==> src/hdl/assert_macros.svh <==
// ----------------------------------------------------------------------------
// assert_macros.svh
// Assertion macros shared by the RTL. They expand to nothing in synthesis.
// ----------------------------------------------------------------------------
`ifndef ASSERT_MACROS_SVH
`define ASSERT_MACROS_SVH

`ifndef SYNTHESIS

// The property must hold at every clock edge while out of reset.
`define ASSERT_PROP(lbl, clk, rst_n, prop, msg) \
    lbl: assert property (@(posedge clk) disable iff (!rst_n) (prop)) else $error(msg);

// The condition must never be seen while out of reset.
`define ASSERT_NEVER(lbl, clk, rst_n, cond, msg) \
    lbl: assert property (@(posedge clk) disable iff (!rst_n) !(cond)) else $error(msg);

`else

`define ASSERT_PROP(lbl, clk, rst_n, prop, msg)
`define ASSERT_NEVER(lbl, clk, rst_n, cond, msg)

`endif

`endif

==> src/hdl/pswt_pkg.sv <==
// ----------------------------------------------------------------------------
// pswt_pkg
// Types and constants for the pixel shadow write-through block.
// ----------------------------------------------------------------------------
package pswt_pkg;

    localparam int COLUMNS_DEF = 128;
    localparam int PAGES_DEF   = 8;

    localparam int BYTE_W = 8;
    localparam int INDEX_W = 2;

    // Configuration register indexes.
    localparam logic [INDEX_W-1:0] REG_PAGE_BASE     = 2'd0;
    localparam logic [INDEX_W-1:0] REG_COL_LOW_BASE  = 2'd1;
    localparam logic [INDEX_W-1:0] REG_COL_HIGH_BASE = 2'd2;

    localparam logic [BYTE_W-1:0] PAGE_BASE_RST     = 8'd176;
    localparam logic [BYTE_W-1:0] COL_LOW_BASE_RST  = 8'd0;
    localparam logic [BYTE_W-1:0] COL_HIGH_BASE_RST = 8'd16;

    typedef struct packed {
        logic [BYTE_W-1:0] page_cmd_base;
        logic [BYTE_W-1:0] col_low_cmd_base;
        logic [BYTE_W-1:0] col_high_cmd_base;
    } cfg_t;

    typedef enum logic [2:0] {
        ST_CLEAR,
        ST_IDLE,
        ST_MODIFY,
        ST_COL_LO,
        ST_COL_HI,
        ST_DATA
    } state_t;

endpackage

==> src/hdl/pswt_cfg.sv <==
// ----------------------------------------------------------------------------
// pswt_cfg
// Command base registers, written through a plain write port.
// ----------------------------------------------------------------------------
module pswt_cfg (
    input  logic                         clk,
    input  logic                         rst_n,
    input  logic                         wr_en,
    input  logic [pswt_pkg::INDEX_W-1:0] wr_index,
    input  logic [pswt_pkg::BYTE_W-1:0]  wr_data,
    output pswt_pkg::cfg_t               cfg
);

    import pswt_pkg::*;

    cfg_t cfg_reg;
    cfg_t cfg_next;

    always_comb
    begin
        cfg_next = cfg_reg;
        if (wr_en)
        begin
            case (wr_index)
                REG_PAGE_BASE:     cfg_next.page_cmd_base     = wr_data;
                REG_COL_LOW_BASE:  cfg_next.col_low_cmd_base  = wr_data;
                REG_COL_HIGH_BASE: cfg_next.col_high_cmd_base = wr_data;
                default:           cfg_next = cfg_reg;
            endcase
        end
    end

    always_ff @(posedge clk or negedge rst_n)
    begin
        if (!rst_n)
        begin
            cfg_reg.page_cmd_base     <= PAGE_BASE_RST;
            cfg_reg.col_low_cmd_base  <= COL_LOW_BASE_RST;
            cfg_reg.col_high_cmd_base <= COL_HIGH_BASE_RST;
        end
        else
        begin
            cfg_reg <= cfg_next;
        end
    end

    assign cfg = cfg_reg;

endmodule

==> config.mk <==
export PLATFORM = sky130hd
export DESIGN_NAME = pswt_cfg
export DESIGN_NICKNAME = d
export VERILOG_FILES = /design/src/hdl/assert_macros.svh /design/src/hdl/pswt_pkg.sv /design/src/hdl/pswt_cfg.sv
export SDC_FILE = /design/constraint.sdc
export NUM_CORES = 1
export LEC_CHECK = 0
export ABC_AREA = 1
export BUFFER_PORTS_ARGS = -buffer_cell sky130_fd_sc_hd__buf_2
export CORE_AREA = 8 8 61 63
export DETAILED_ROUTE_END_ITERATION = 16
export DIE_AREA = 0 0 69 71
export SLEW_MARGIN = 20
export SYNTH_ARGS = -nofsm -noshare
export SYNTH_HDL_FRONTEND = slang
export SYNTH_SLANG_ARGS = --single-unit
==> constraint.sdc <==
create_clock -name clk -period 1.1 [get_ports clk]
set_input_delay 0.055 -clock clk [delete_from_list [all_inputs] [get_ports clk]]
set_output_delay 0.055 -clock clk [all_outputs]
set_load 0.05 [all_outputs]
==> run summary, run 1 <==
The global routing usage on met3 is 2.52%. The detailed-router iteration count before antenna repair is 2. The count of antenna diodes in the layout came out at 0. The type of the setup path with the least slack is flop to output port. The average wire per cell in the routed design is 13.3 µm. The die is 69 µm wide. The critical path goes through buf_6. Sequential cells were found to cover 57.6% of the synthesized design area. The count of endpoints failing setup in the final report is 0. In this run the standard cell core region covers 2850 µm². The later-pin clock latency in the skew report came out at 0.31 ns.

The number of vias after detailed routing came out at 877. For this design, the slowest cell found on the critical path is dfstp_2. The total wire length is 2.40 mm. In this run, synthesis inferred 0 flip-flops with an integrated enable. The fraction of synthesized cell area taken by the top area cell type came out at 47.6%.

The share of flip-flops with an asynchronous set or reset after synthesis is 100%. The dominant register cell in the synthesized netlist is dfrtp_1. The final layout net count came out at 161.

TritonCTS built the clock tree. The share of cell area taken by muxes after synthesis is 0%. The cell area that synthesis handed to floorplanning was 1050 µm². Sorting the synthesized cells by how often they occur yields nand2_1, dfrtp_1, nand4_1. The area of the die is 4900 µm². For this run, the number of Yosys warnings is 0. Summing the areas of all and, or, nand and nor instances in the mapped netlist gives 36.7% of the synthesized area. The transition at the pin with the smallest max-transition slack came out at 0.511 ns. STA classifies the critical path endpoint as an output port. The gate count of the mapped netlist came out at 107. The number of endpoints with negative hold slack in the final report came out at 0. The area overhead of the layout relative to synthesis is 26.2%. The parity-gate share of the synthesized area counting xor and xnor cells is 0%. For this configuration, the core starts out at a cell density of 36.9%. Between clock sinks in the finished design, the worst skew comes to 0 ns. In the routed design, unresolved DRC markers number 0. The worst path arrival time came out at 1.03 ns. The number of flip-flops under the largest register name is 24. Dividing the synthesized area by the synthesized cell count gives 9.83 µm². met2 is the most crowded layer. The largest fanout on the critical path is 2. Summing all placed instances gives a cell area of 1230 µm². The met1 routing resource usage after global routing came out at 10.1%.

The class of the most critical hold timing path is input pin to flop. In the post-synthesis netlist, the cell with the most instances is nand2_1. The highest ir drop seen on vdd came out at 0.741 mV. The per-cell via count in the routed design came out at 4.87.

The total number of cells along the worst setup path is 1. The critical path buffer and inverter count came out at 1. The internal reg-to-reg setup slack came out at 0.37 ns. The number of design-rule violations left by the first detailed-router iteration is 15. The sum of net half-perimeters after detailed placement is 1.90 mm. STA puts the critical path data required time at 1.04 ns. The level count of the clock H-tree came out at 1.

The final number of max-transition violations is 0. Measured along the y axis, the die boundary spans 71 µm. The global-route wire length before repair is 4.06 mm.

The worst setup path is launched from a flop. Summed over all instances, the cell type with the most area after synthesis is dfrtp_1. The post-CTS setup-driven buffer insertion count came out at 0. The maximum number of pins on one net before global-route repair is 25. The total power density per cell area came out at 1850 nW/µm². The maximum clock frequency came out at 0.925 GHz. The routability congestion estimate from global placement came out at 0.837. Counting every net in the synthesized netlist gives 120. The post-synthesis compound-gate area fraction is 0%. Clock-pin slew was measured on the worst setup and hold paths at 0.13 ns.

The number of synthesized register bits is 24. The quantity of I/O buffers inserted on ports came out at 36. The remaining antenna violation count after routing came out at 0. The total routing resource utilization after global routing came out at 9.78%.

The fraction of final layout cells sized beyond drive strength 1 came out at 34.0%. Counting along the longest clock path gives a buffer depth of 2. The worst max-slew margin expressed relative to the limit is 65.9%. The stage delay of the slowest cell on the critical path is 0.56 ns.

Measured in cells, the most critical reg-to-reg path has a length of 2. The number of global-route vias before repair is 940. The run finished with clean final reports. Setup repair after global routing could not meet its margin everywhere. The dominant combinational cell family by area after synthesis is simple AND/OR/NAND/NOR gates.

In the post-synthesis netlist, the biggest area contributors are dfrtp_1, nand2_1, dfstp_2, nand4_1, buf_6. After routing the design area is 1330 µm². The reported leakage power came out at 0.726 nW. The tree built by TritonCTS fans out to 24 sinks. The family with the most delay on the worst path is flip-flops. The clock buffer count from CTS is 3.

37 I/O pins were placed. Counting instances, the worst hold path has a depth of 3. The number of antenna violations at the first check in global routing came out at 0.

The number of maximum-capacitance constraint violations is 0. The initialized floorplan defines 20 standard-cell rows. The post-route minimum period came out at 1.08 ns.

Clock tree synthesis selected as its root buffer the cell clkbuf_4. In the global route stage, met2 resource usage came out at 18.0%. The post-synthesis share of cell area spent on full adders, half adders and majority gates is 0%. The worst path uses 98.3% of the clock period.

The worst hold slack is 0.0194 ns. For this run the aggregate overflow at the end of global routing stands at 0. The netlist uses 11 different library cells.
power breakdown:
group,switching (mW),internal [mW],leakage (nW)
clock network,0.239,0.141,0.0150
logic,0.727,0.228,0.420
registers,0.0764,1.04,0.291
total,1.04,1.41,0.726
final timing paths:
check                           startpoint       to
worst max-delay path                cfg[4]   cfg[4]
worst min-delay path            wr_data[3]   cfg[3]
worst max register to register     cfg[23]  cfg[23]
worst min register to register     cfg[20]  cfg[20]
max in group asynchronous            rst_n  cfg[23]
min in group asynchronous            rst_n   cfg[1]
routing by layer:
layer	up-vias	part of all wire [%]
li1	441	-
met1	414	44
met2	18	51
met3	4	4.0
met4	0	0.96
met5	-	0
cell usage in the layout (no fill, tap or decap):
master	n
buf_6	2
buf_8	2
nand3_4	2
dlygate4sd3_1	4
nand4_1	16
dfstp_2	4
nand2_1	48
buf_2	32
dfrtp_1	20
clkbuf_4	3
buf_4	1
nand3_1	8
inv_2	2
nand2_4	1
clkbuf_1	1
nor2_8	1
area by class of cell:
type / instances / area, µm²
Tap cell: 33 / 41.3
Multi-Input combinational cell: 76 / 387
Fill cell: 291 / 1530
Sequential cell: 24 / 606
Timing Repair Buffer: 41 / 260
Inverter: 2 / 7.51
Clock buffer: 4 / 26.3
kinds of logic (layout without fill, tap and decap cells):
logic type    after synthesis  count (layout)
flops                      24              24
buf+inv                     7              47
simple gates               76              76
per-stage QoR:
stage               setup TNS [ns]  utilization, %  total power [mW]  instances  worst slack [ns]
finish                           0            46.5              2.45        180            0.0190
global route               -0.0184            46.5              2.58        180           -0.0102
CTS                              0            46.3              2.47        180           0.00653
detailed placement               0            43.1              2.04        172             0.246
global placement                 0            43.1              2.04        172             0.266
floorplan                        0               -              1.82        107             0.238
timing repair:
action / CTS / global route
hold endpoints to repair: 24 / 0
hold buffers: 4 / 0
gates resized for setup: 8 / 2
setup endpoints to repair: 4 / 3
Power figures use the tool's default switching activity.
==> run 2: changes to the inputs <==
--- a/config.mk
+++ b/config.mk
@@ -8,6 +8,7 @@
 export ABC_AREA = 1
 export BUFFER_PORTS_ARGS = -buffer_cell sky130_fd_sc_hd__buf_2
 export CORE_AREA = 8 8 61 63
+export CTS_BUF_LIST = sky130_fd_sc_hd__clkbuf_8
 export DETAILED_ROUTE_END_ITERATION = 16
 export DIE_AREA = 0 0 69 71
 export SLEW_MARGIN = 20
==> run summary, run 2 (synthesis results as in run 1) <==
The quantity of I/O buffers inserted on ports is 36 (unchanged). The number of vias after detailed routing came out at 873 (-0.46%). Setup repair after global routing left no endpoint under its margin. TritonCTS built the clock tree.

The die span in x is 69 µm (unchanged). Leaving out fill and tap cells, the most frequent cells in the layout are nand2_1, buf_2, dfrtp_1, nand4_1, nand3_1. The stage delay of the slowest cell on the critical path came out at 0.54 ns (-0.02 ns). The setup clock skew after layout came out at 0 ns (unchanged). The count of endpoints failing setup in the final report came out at 0 (unchanged). The number of flip-flops under the largest register name was 24 (unchanged). The critical path buffer and inverter count was 1 (unchanged). The area used by multi-input combinational logic came to 387 µm² (unchanged).

The final layout net count is 158 (-1.9%). The average wire per cell in the routed design came out at 13.5 µm (+1.1%). The clock transition at the registers of the reported paths is 0.08 ns (-0.05 ns). The later-pin clock latency in the skew report is 0.26 ns (-0.05 ns). The reported leakage power is 0.719 nW (-1.0%). The count of antenna diodes in the layout is 0 (unchanged). The critical path endpoint category is an output port. The remaining global-route overflow is 0 (unchanged). The detailed-router iteration count before antenna repair is 4 (+2). The worst hold slack is 0.0433 ns (+0.0239 ns). The sum of net half-perimeters after detailed placement came out at 1.90 mm (unchanged).

The number of global-route vias before repair is 919 (-2.2%). The worst max-slew margin expressed relative to the limit is 66.0% (about the same). The fraction of final layout cells sized beyond drive strength 1 came out at 34.7% (+0.71 points). The total wire length came out at 2.39 mm (-0.54%). The library cell used most frequently in the layout, excluding fill and tap cells, is nand2_1. The path class of the tightest hold or removal check is input pin to flop. The per-cell via count in the routed design is 4.93 (+1.2%).

The worst path arrival time came to 0.99 ns (-0.04 ns). The I/O pin total was 37 (unchanged). The number of endpoints with negative hold slack in the final report is 0 (unchanged). The clock buffer count from CTS came out at 3 (unchanged). The area overhead of the layout relative to synthesis came out at 22.9%.

The number of maximum-capacitance constraint violations is 0 (unchanged). The global-route wire length before repair is 4.04 mm (-0.69%). The maximum clock frequency was 0.956 GHz (+3.3%). The area inside the core boundary came to 2850 µm² (unchanged).

In this design, the largest share of critical-path delay is due to flip-flops. The CTS root buffer is clkbuf_8. The total power density per cell area was 1960 nW/µm² (+6.1%). The number of design-rule violations left by the first detailed-router iteration came out at 24 (+9). The post-route minimum period is 1.05 ns (-0.0349 ns).

The maximum number of pins on one net before global-route repair came out at 25 (unchanged). The summed negative setup slack over all endpoints came out at 0 ns (unchanged). The transition at the pin with the smallest max-transition slack came out at 0.510 ns (-0.000816 ns). The total routing resource utilization after global routing is 9.67% (-0.12 points). The number of placement rows came out at 20 (unchanged). The routability congestion estimate from global placement came out at 0.837 (unchanged).

The largest fanout on the critical path is 2 (unchanged). The worst setup slack after placement came out at 0.246 ns (unchanged). The register area is 606 µm² (unchanged). The area of the die is 4900 µm² (unchanged).

The final worst setup slack is 0.0539 ns (+0.0349 ns). The required time of the critical path is 1.04 ns (about the same). By startpoint and endpoint, the worst setup path is classified as flop to output port.

The slowest library cell on the worst path is dfstp_2. The highest ir drop seen on vdd came to 0.937 mV (+26%). The remaining antenna violation count after routing came out at 0 (unchanged).

The number of antenna violations at the first check in global routing is 0 (unchanged). The level count of the clock H-tree is 1 (unchanged). The clock sink count came out at 24 (unchanged). The overall power consumption is 2.53 mW (+3.4%). The overall die height is 71 µm (unchanged). The number of inserted filler cells in the final layout is 300 (+3.1%). The run finished with clean final reports. The maximum root-to-sink buffer count is 2 (unchanged). The fraction of the core area covered by cells at the end of the flow is 45.4% (-1.2 points). The internal reg-to-reg setup slack came to 0.41 ns (+0.04 ns).

Traced cell by cell, the critical path runs through buf_4. STA classifies the critical path startpoint as a flop. The share of the cycle needed by the critical path after routing was 95.1% (-3.2 points). The final number of max-transition violations came out at 0 (unchanged).

The initial standard-cell utilization of the core came to 36.9% (unchanged). The number of remaining DRC errors is 0 (unchanged).
run 2: cell count changes in the layout (fill, tap and decap cells not counted):
cell           change
buf_4              +4
clkbuf_4           -3
clkbuf_8           +3
dlygate4sd3_1      -3
buf_6              -2
buf_8              -2
clkbuf_1           -1
inv_1              +1
run 2: area by class of cell:
class	count	share of cell area (%)
clock buffers	3	3.19
clock inverters	1	0.290
inverters	2	0.580
multi-input cells	76	29.9
flip-flops and latches	24	46.8
well taps	33	3.19
repair buffers	38	16.1
run 2: routing by layer:
metal	track usage, %	vias up	part of all wire [%]
met5	0	-	0
met4	3.42	0	0.42
met3	2.52	2	5.5
met2	17.8	25	51
met1	10.3	411	43
li1	-	435	-
run 2: worst reg2reg max path, delay by kind of cell, from the launching register on:
kind	cells	cell delay, ns
flip-flops	1	0.54
AND/OR/NAND/NOR	2	0.10
run 2: path summary, 6_finish.rpt:
kind                             from       to  depth (start not counted)
setup / recovery               cfg[4]   cfg[4]                          1
setup reg to reg              cfg[23]  cfg[23]                          2
hold reg to reg               cfg[20]  cfg[20]                          2
min in group asynchronous       rst_n   cfg[7]                          2
max in group asynchronous       rst_n  cfg[20]                          2
hold / removal             wr_data[5]  cfg[21]                          3
run 2: what timing repair did:
action                                  CTS  global route
hold buffers                              1             0
resized for setup                         4             0
endpoints found under the setup margin    4             0
endpoints found under the hold margin    20             0
buffers inserted                          0             0
run 2: where the power goes:
| group | internal [mW] | switching (mW) | total (mW) |
|---|---|---|---|
| Combinational | 0.198 | 0.724 | 0.922 |
| Clock | 0.249 | 0.255 | 0.504 |
| Sequential | 1.04 | 0.0698 | 1.11 |
run 2: metrics by stage:
stage / cells / area (µm²)
6_report: 177 / 1290
2_1_floorplan: 107 / 1050
4_1_cts: 177 / 1290
3_3_place_gp: 172 / 1230
5_1_grt: 177 / 1290
3_5_place_dp: 172 / 1230
